--- src/rtl/core/ucm_pkg.sv ---
package ucm_pkg;

  localparam int CODE_W  = 21;
  localparam int DELTA_W = 10;

  typedef logic [CODE_W-1:0]         code_t;
  typedef logic signed [DELTA_W-1:0] delta_t;
  typedef logic [1:0]                order_t;

  typedef enum logic [1:0] {
    CMD_LOWER   = 2'd0,
    CMD_UPPER   = 2'd1,
    CMD_COMPARE = 2'd2
  } cmd_t;

  // two's complement order codes
  localparam order_t ORD_EQUAL   = 2'b00;
  localparam order_t ORD_GREATER = 2'b01;
  localparam order_t ORD_LESS    = 2'b11;

  // block boundaries and exceptions
  localparam code_t CP_LATIN1_UC   = 21'h0000C0;
  localparam code_t CP_DOTTED_I    = 21'h000130;
  localparam code_t CP_DOTLESS_I   = 21'h000131;
  localparam code_t CP_Y_DIAER_UC  = 21'h000178;
  localparam code_t CP_Y_DIAER_LC  = 21'h0000FF;
  localparam code_t CP_LONG_S      = 21'h00017F;
  localparam code_t CP_EXT_B_LO    = 21'h000200;
  localparam code_t CP_CYR_IO      = 21'h000401;
  localparam code_t CP_ARM_UC      = 21'h000531;
  localparam code_t CP_ARM_LC      = 21'h000561;
  localparam code_t CP_ARM_LIG     = 21'h000587;
  localparam code_t CP_GEO_UC      = 21'h0010A0;
  localparam code_t CP_FW_UC       = 21'h00FF21;
  localparam code_t CP_FW_LC       = 21'h00FF41;

  // offset that takes c to its lower-case form
  function automatic delta_t lower_delta(code_t c);
    delta_t d;
    d = '0;
    if (c inside {[21'h41:21'h5A]}) begin
      d = 10'sd32;
    end else if (c < CP_LATIN1_UC) begin
      d = '0;
    end else if (c inside {[CP_LATIN1_UC:21'hD6], [21'hD8:21'hDE]}) begin
      d = 10'sd32;
    end else if (c inside {[21'h100:21'h137], [21'h14A:21'h177]}) begin
      if (c == CP_DOTTED_I) begin
        d = -10'sd199;
      end else if (!c[0]) begin
        d = 10'sd1;
      end
    end else if (c == CP_Y_DIAER_UC) begin
      d = -10'sd121;
    end else if (c inside {[21'h139:21'h148], [21'h179:21'h17E]}) begin
      if (c[0]) begin
        d = 10'sd1;
      end
    end else if (c inside {[CP_EXT_B_LO:21'h217]}) begin
      if (!c[0]) begin
        d = 10'sd1;
      end
    end else if (c inside {[CP_CYR_IO:21'h40C], [21'h40E:21'h40F]}) begin
      d = 10'sd80;
    end else if (c inside {[21'h410:21'h42F]}) begin
      d = 10'sd32;
    end else if (c inside {[21'h460:21'h47F]}) begin
      if (!c[0]) begin
        d = 10'sd1;
      end
    end else if (c inside {[CP_ARM_UC:21'h556]}) begin
      d = 10'sd48;
    end else if (c inside {[CP_GEO_UC:21'h10C5]}) begin
      d = 10'sd48;
    end else if (c inside {[CP_FW_UC:21'hFF3A]}) begin
      d = 10'sd32;
    end
    return d;
  endfunction

  // offset that takes c to its upper-case form
  function automatic delta_t upper_delta(code_t c);
    delta_t d;
    d = '0;
    if (c inside {[21'h61:21'h7A]}) begin
      d = -10'sd32;
    end else if (c < 21'hE0) begin
      d = '0;
    end else if (c inside {[21'hE0:21'hF6], [21'hF8:21'hFE]}) begin
      d = -10'sd32;
    end else if (c == CP_Y_DIAER_LC) begin
      d = 10'sd121;
    end else if (c inside {[21'h100:21'h137], [21'h14A:21'h177]}) begin
      if (c == CP_DOTLESS_I) begin
        d = -10'sd232;
      end else if (c[0]) begin
        d = -10'sd1;
      end
    end else if (c inside {[21'h139:21'h148], [21'h179:21'h17E]}) begin
      if (!c[0]) begin
        d = -10'sd1;
      end
    end else if (c == CP_LONG_S) begin
      d = -10'sd300;
    end else if (c inside {[CP_EXT_B_LO:21'h217]}) begin
      if (c[0]) begin
        d = -10'sd1;
      end
    end else if (c inside {[21'h430:21'h44F]}) begin
      d = -10'sd32;
    end else if (c inside {[21'h451:21'h45C], [21'h45E:21'h45F]}) begin
      d = -10'sd80;
    end else if (c inside {[21'h460:21'h47F]}) begin
      if (c[0]) begin
        d = -10'sd1;
      end
    end else if (c >= CP_ARM_LC && c < CP_ARM_LIG) begin
      d = -10'sd48;
    end else if (c inside {[CP_FW_LC:21'hFF5A]}) begin
      d = -10'sd32;
    end
    return d;
  endfunction

  function automatic code_t apply_delta(code_t c, delta_t d);
    return code_t'(c + {{(CODE_W-DELTA_W){d[DELTA_W-1]}}, d});
  endfunction

endpackage

--- src/rtl/core/ucm_if.sv ---
interface ucm_in_if;
  import ucm_pkg::*;

  logic       valid;
  logic       ready;
  logic [1:0] cmd;
  code_t      code_a;
  code_t      code_b;

  modport source (output valid, cmd, code_a, code_b, input ready);
  modport sink   (input valid, cmd, code_a, code_b, output ready);
endinterface

interface ucm_out_if;
  import ucm_pkg::*;

  logic   valid;
  logic   ready;
  code_t  mapped;
  order_t order;
  logic   equal;

  modport source (output valid, mapped, order, equal, input ready);
  modport sink   (input valid, mapped, order, equal, output ready);
endinterface

--- src/rtl/core/unicode_case_map_compare_core.sv ---
// An accepted item loads the classify, offset-add and result registers in turn.
// Throughput: 1 item per cycle unless out_ch.ready stalls it, set by the three-stage
//   pipeline (classify, offset add, compare); each stage advances whenever it is empty
//   or the stage after it moves. Reset: rst_n synchronous, active low; clears the
//   stage valid bits only, payload registers are not reset.
module unicode_case_map_compare_core (
  input  logic         clk,
  input  logic         rst_n,
  ucm_in_if.sink       in_ch,
  ucm_out_if.source    out_ch
);
  import ucm_pkg::*;

  // ---------------------------------------------------------------------------
  // Stage enables. A stage loads when it is empty or its content moves on,
  // so a stall at the output backs up stage by stage without losing items.
  // ---------------------------------------------------------------------------
  logic s1_valid_r, s2_valid_r, s3_valid_r;
  logic s1_en, s2_en, s3_en;

  assign s3_en = !s3_valid_r || out_ch.ready;
  assign s2_en = !s2_valid_r || s3_en;
  assign s1_en = !s1_valid_r || s2_en;

  assign in_ch.ready = s1_en;

  // ---------------------------------------------------------------------------
  // Stage 1: range classification. Each operand gets a signed offset; the
  // first operand's offset follows the command (upper for CMD_UPPER, none for
  // the unused code, lower otherwise).
  // ---------------------------------------------------------------------------
  logic [1:0] s1_cmd_r;
  code_t      s1_a_r, s1_b_r;
  delta_t     s1_da_r, s1_db_r;
  delta_t     s1_da_nxt, s1_db_nxt;

  always_comb begin
    case (in_ch.cmd)
      CMD_LOWER:   s1_da_nxt = lower_delta(in_ch.code_a);
      CMD_UPPER:   s1_da_nxt = upper_delta(in_ch.code_a);
      CMD_COMPARE: s1_da_nxt = lower_delta(in_ch.code_a);
      default:     s1_da_nxt = '0;  // unused command: pass code_a through
    endcase
    s1_db_nxt = lower_delta(in_ch.code_b);
  end

  always_ff @(posedge clk) begin
    if (!rst_n) begin
      s1_valid_r <= 1'b0;
    end else if (s1_en) begin
      s1_valid_r <= in_ch.valid;
    end
  end

  always_ff @(posedge clk) begin
    if (s1_en) begin
      s1_cmd_r <= in_ch.cmd;
      s1_a_r   <= in_ch.code_a;
      s1_b_r   <= in_ch.code_b;
      s1_da_r  <= s1_da_nxt;
      s1_db_r  <= s1_db_nxt;
    end
  end

  // ---------------------------------------------------------------------------
  // Stage 2: apply the offsets. Offsets are only nonzero inside mapped
  // ranges, so the 21-bit add never wraps.
  // ---------------------------------------------------------------------------
  logic [1:0] s2_cmd_r;
  code_t      s2_ma_r, s2_lb_r;
  code_t      s2_ma_nxt, s2_lb_nxt;

  assign s2_ma_nxt = apply_delta(s1_a_r, s1_da_r);
  assign s2_lb_nxt = apply_delta(s1_b_r, s1_db_r);

  always_ff @(posedge clk) begin
    if (!rst_n) begin
      s2_valid_r <= 1'b0;
    end else if (s2_en) begin
      s2_valid_r <= s1_valid_r;
    end
  end

  always_ff @(posedge clk) begin
    if (s2_en) begin
      s2_cmd_r <= s1_cmd_r;
      s2_ma_r  <= s2_ma_nxt;
      s2_lb_r  <= s2_lb_nxt;
    end
  end

  // ---------------------------------------------------------------------------
  // Stage 3: compare the lowered operands and form the result. This is the
  // output register; order and equal stay zero unless the item is a compare.
  // ---------------------------------------------------------------------------
  code_t  s3_mapped_r;
  order_t s3_order_r, s3_order_nxt;
  logic   s3_equal_r, s3_equal_nxt;

  always_comb begin
    s3_order_nxt = ORD_EQUAL;
    s3_equal_nxt = 1'b0;
    if (s2_cmd_r == CMD_COMPARE) begin
      if (s2_ma_r > s2_lb_r) begin
        s3_order_nxt = ORD_GREATER;
      end else if (s2_ma_r < s2_lb_r) begin
        s3_order_nxt = ORD_LESS;
      end else begin
        s3_equal_nxt = 1'b1;
      end
    end
  end

  always_ff @(posedge clk) begin
    if (!rst_n) begin
      s3_valid_r <= 1'b0;
    end else if (s3_en) begin
      s3_valid_r <= s2_valid_r;
    end
  end

  always_ff @(posedge clk) begin
    if (s3_en) begin
      s3_mapped_r <= s2_ma_r;
      s3_order_r  <= s3_order_nxt;
      s3_equal_r  <= s3_equal_nxt;
    end
  end

  assign out_ch.valid  = s3_valid_r;
  assign out_ch.mapped = s3_mapped_r;
  assign out_ch.order  = s3_order_r;
  assign out_ch.equal  = s3_equal_r;

endmodule

--- src/flat_wrapper.sv ---
// flat-port wrapper written by rule: the top's interface ports become plain ports
module unicode_case_map_compare_core_flat import ucm_pkg::*;
  (clk, rst_n, in_ch_valid, in_ch_cmd, in_ch_code_a, in_ch_code_b, in_ch_ready, out_ch_valid, out_ch_mapped, out_ch_order, out_ch_equal, out_ch_ready);
  ucm_in_if in_ch_i ();
  ucm_out_if out_ch_i ();
  input  logic clk;
  input  logic rst_n;
  input wire logic [$bits(in_ch_i.valid)-1:0] in_ch_valid;
  input wire logic [$bits(in_ch_i.cmd)-1:0] in_ch_cmd;
  input wire logic [$bits(in_ch_i.code_a)-1:0] in_ch_code_a;
  input wire logic [$bits(in_ch_i.code_b)-1:0] in_ch_code_b;
  output wire logic [$bits(in_ch_i.ready)-1:0] in_ch_ready;
  output wire logic [$bits(out_ch_i.valid)-1:0] out_ch_valid;
  output wire logic [$bits(out_ch_i.mapped)-1:0] out_ch_mapped;
  output wire logic [$bits(out_ch_i.order)-1:0] out_ch_order;
  output wire logic [$bits(out_ch_i.equal)-1:0] out_ch_equal;
  input wire logic [$bits(out_ch_i.ready)-1:0] out_ch_ready;
  assign in_ch_i.valid = in_ch_valid;
  assign in_ch_i.cmd = in_ch_cmd;
  assign in_ch_i.code_a = in_ch_code_a;
  assign in_ch_i.code_b = in_ch_code_b;
  assign in_ch_ready = in_ch_i.ready;
  assign out_ch_valid = out_ch_i.valid;
  assign out_ch_mapped = out_ch_i.mapped;
  assign out_ch_order = out_ch_i.order;
  assign out_ch_equal = out_ch_i.equal;
  assign out_ch_i.ready = out_ch_ready;
  unicode_case_map_compare_core u_core (.clk(clk), .rst_n(rst_n), .in_ch(in_ch_i), .out_ch(out_ch_i));
endmodule
--- config.mk ---
export PLATFORM = sky130hd
export DESIGN_NAME = unicode_case_map_compare_core_flat
export DESIGN_NICKNAME = d
export VERILOG_FILES = /design/src/rtl/core/ucm_pkg.sv /design/src/rtl/core/ucm_if.sv /design/src/rtl/core/unicode_case_map_compare_core.sv /design/src/flat_wrapper.sv
export SDC_FILE = /design/constraint.sdc
export NUM_CORES = 1
export LEC_CHECK = 0
export BUFFER_PORTS_ARGS = -buffer_cell sky130_fd_sc_hd__buf_2
export CELL_PAD_IN_SITES_DETAIL_PLACEMENT = 2
export CELL_PAD_IN_SITES_GLOBAL_PLACEMENT = 2
export CORE_UTILIZATION = 43
export DETAILED_ROUTE_END_ITERATION = 6
export PLACE_DENSITY_LB_ADDON = 0.08
export SETUP_SLACK_MARGIN = 0.4
export SLEW_MARGIN = 40
export SYNTH_ARGS = -nofsm -noshare
export SYNTH_HDL_FRONTEND = slang
export SYNTH_SLANG_ARGS = --single-unit
--- constraint.sdc ---
create_clock -name clk -period 4.75 [get_ports clk]
set_input_delay 0.95 -clock clk [delete_from_list [all_inputs] [get_ports clk]]
set_output_delay 0.95 -clock clk [all_outputs]
set_load 0.05 [all_outputs]
==> flow_metrics.env <==
export IMPL_top_usage_layer="met2"
export IMPL_cp_arrival_ps=3810
export IMPL_max_slew_margin=0.504
export IMPL_synthDominantCellAreaShare=0.473
export IMPL_status="finished, final reports clean"
export IMPL_yosysUniqueCellTypes=81
export IMPL_synth_area_leaders="edfxtp_1 47%, ha_1 9.3%, a21oi_1 2.9%, nor2_1 2.8%, xnor2_1 2.6%"
export IMPL_hp_class="reg -> reg"
export IMPL_gp_routability_congestion=0.900
export IMPL_cts_tree="yes"
export IMPL_die_area_um2=19600
export IMPL_track_usage=0.307
export IMPL_clock_skew_ps=7.91
export IMPL_grt_max_degree=63
export IMPL_synthFlopType="edfxtp_1"
export IMPL_end_kind="flip-flop"
export IMPL_drt_first_pass_iters=4
export IMPL_wl_mm=28.9
export IMPL_area_growth_pct=14.5
export IMPL_finalCoreUtilization=0.501
export IMPL_die_w_um=140
export IMPL_setup_viol=0
export IMPL_grt_setup_unrepaired="no"
export IMPL_hold_buffers=0
export IMPL_cap_viol_max_count=0
export IMPL_whs_ps=437
export IMPL_yosys_warnings=0
export IMPL_synth_net_count=893
export IMPL_reg2reg_to="u_core.s2_ma_r[20]"
export IMPL_critPathRequiredTime_ps=4910
export IMPL_die_y_um=140
export IMPL_grt_pass1_vias=7545
export IMPL_met3_usage=0.0421
export IMPL_maxClockFrequency_mhz=274
export IMPL_clock_sinks=132
export IMPL_critPathSlowestCell="a221o_1"
export IMPL_pwr_share_seq=0.446
export IMPL_start_util=0.438
export IMPL_fillerInstances=1918
export IMPL_p_per_area_nw_per_um2=328
export IMPL_final_cells=1097
export IMPL_r2r_setup_slack_ps=1100
export IMPL_first_iter_violations=396
export IMPL_layout_nets=961
export IMPL_boundaryPins=74
export IMPL_gr_total_overflow=0
export IMPL_synth_edf_count=129
export IMPL_clkPwrFrac=0.443
export IMPL_vias_per_cell=6.14
export IMPL_cp_max_fo=3
export IMPL_p_leak_uw=0.00399
export IMPL_p_sw_uw=805
export IMPL_crit_path_max_incr_delay_ps=470
export IMPL_use_met2=0.574
export IMPL_cp_cell_sequence="ha_1 > inv_1 > fa_1 > nor2b_1 > o2111ai_1 > a31oi_1 > nand4_1 > a41oi_1 > a221o_1 > a41o_1 > o41ai_2 > xnor2_1"
export IMPL_antenna_cells=0
export IMPL_setup_ws_ps=1100
export IMPL_tns_ps=0
export IMPL_hold_start="u_core.s1_cmd_r[0]"
export IMPL_finalCritPeriodShare=0.768
export IMPL_dpl_hpwl_mm=21.1
export IMPL_ctsResizeCount=0
export IMPL_layout_drive_gt1_share=0.168
export IMPL_worstSkewPairLatency_ps=430
export IMPL_yosys_top_cells_count="129 x edfxtp_1, 62 x nor2_1, 61 x ha_1"
export IMPL_drcViolationCount=0
export IMPL_min_to="u_core.s2_cmd_r[0]"
export IMPL_htreeDepth=4
export IMPL_combPwrFrac=0.111
export IMPL_clock_path_buffers=2
export IMPL_ant_nets=0
export IMPL_tightest_slew_ps=737
export IMPL_use_met1=0.352
export IMPL_antenna_found_initial=0
export IMPL_avgSynthCellArea_um2=10.5
export IMPL_slew_violations=0
export IMPL_path_class="reg -> reg"
export IMPL_yosysSeqAreaShare=0.481
export IMPL_pre_cts_ws_ps=967
export IMPL_post_synth_top_count_cell="edfxtp_1"
export IMPL_fp_coreArea_um2=18700
export IMPL_synth_area_um2=8190
export IMPL_yosysTopAreaCell="edfxtp_1"
export IMPL_r2r_cells=12
export IMPL_vias=6733
export IMPL_synthArstFlopShare=0
export IMPL_syn_inst=782
export IMPL_root_buffer="clkbuf_16"
export IMPL_grt_pass1_wl_mm=45.3
export IMPL_numCtsBuffers=17
export IMPL_internal_power_uw=2270
export IMPL_clk_pin_slew_worst_paths_ps=60
export IMPL_hold_depth=0
export IMPL_r2r_start="u_core.s1_a_r[0]"
export IMPL_cp_start_kind="flip-flop"
export IMPL_ys_ff_latch=132
export IMPL_ir_worst_vdd_mv=0.172
export IMPL_layout_min_cycle_time_ps=3650
export IMPL_final_hold_viol_count=0
export IMPL_placementRows=50
export IMPL_wl_per_cell_um=26.3
export IMPL_place_inst=1065
export IMPL_multi_input_area_um2=3980
export IMPL_seq_area_um2=3930
export IMPL_swShare=0.262
export IMPL_numPortBuffers=73
export IMPL_cts_setup_buffers=0
## power groups by stage
stage	Clock [uW]	Sequential [uW]	Combinational, uW
2_1_floorplan	0	1430	162
3_3_place_gp	0	1390	302
3_5_place_dp	0	1400	330
4_1_cts	1380	1370	340
5_1_grt	1410	1380	365
6_report	1360	1370	341
## how the worst max path moves through the flow
stage / to / cells past startpoint / slack, ps / startpoint
3_5_place_dp: u_core.s1_da_r[4] / 10 / 970 / in_ch_code_a[15]
6_report: u_core.s2_ma_r[20] / 12 / 1100 / u_core.s1_a_r[0]
2_1_floorplan: u_core.s1_a_r[0] / 2 / 820 / out_ch_ready
3_3_place_gp: u_core.s1_da_r[5] / 9 / 1100 / in_ch_code_a[12]
4_1_cts: u_core.s2_ma_r[20] / 12 / 1170 / u_core.s1_a_r[0]
5_1_grt: u_core.s2_ma_r[20] / 12 / 950 / u_core.s1_a_r[0]
## worst max-delay path, delay by kind of cell (launching register included)
kind,cells,cell delay [ps]
simple gates,2,240
compound gates,6,2050
fa+ha+maj,2,460
xor+xnor,1,140
flops,1,400
buf+inv,1,90
## cell usage in the layout (no fill, tap or decap), drive strengths merged, types with 6 or more instances in the layout
master / count
nand2: 50
xnor2: 24
nand2b: 9
a21oi: 49
edfxtp: 129
a31oi: 11
o21a: 13
xor2: 13
nor4: 12
ha: 61
nor2b: 8
a21o: 25
o22ai: 7
clkbuf: 17
or2: 9
a211oi: 8
nand4: 20
or3: 8
nand3: 27
inv: 53
nor2: 64
and3: 6
o21ai: 39
nor3: 36
buf: 74
## per-layer routing
layer	vias to the layer above	part of all wire
met2	129	0.53
met3	58	0.021
met4	0	0.032
met1	3430	0.41
li1	3116	-
met5	-	0
## stage by stage
| stage | power [uW] | area (um^2) |
|---|---|---|
| CTS | 3090 | 9370 |
| floorplan | 1590 | 8190 |
| detailed placement | 1730 | 8760 |
| finish | 3080 | 9370 |
| global placement | 1690 | 8760 |
| global route | 3150 | 9370 |
## cell type report
cell class / count / area share
flip-flops and latches: 132 / 0.420
clock buffers: 17 / 0.0454
clock inverters: 15 / 0.0191
repair buffers: 74 / 0.0402
inverters: 50 / 0.0200
well taps: 234 / 0.0312
multi-input cells: 575 / 0.424
## cells by family after synthesis
family | synth area share
flip-flops | 0.481
AO/OA/AOI/OAI | 0.168
XOR/XNOR | 0.0396
buffers and inverters | 0.0356
adder cells (fa/ha/maj) | 0.0981
multiplexers | 0.00138
AND/OR/NAND/NOR | 0.177
## state kept, by name (all words and copies together) (netlist names)
register and cells:
u_core.out_ch.equal 1, u_core.out_ch.mapped 21, u_core.out_ch.order 2, u_core.out_ch.valid 1, u_core.s1_a_r 21, u_core.s1_b_r 21, u_core.s1_cmd_r 2, u_core.s1_da_r 10
u_core.s1_db_r 7, u_core.s1_valid_r 1, u_core.s2_cmd_r 2, u_core.s2_lb_r 21, u_core.s2_ma_r 21, u_core.s2_valid_r 1
Power figures use the tool's default switching activity.
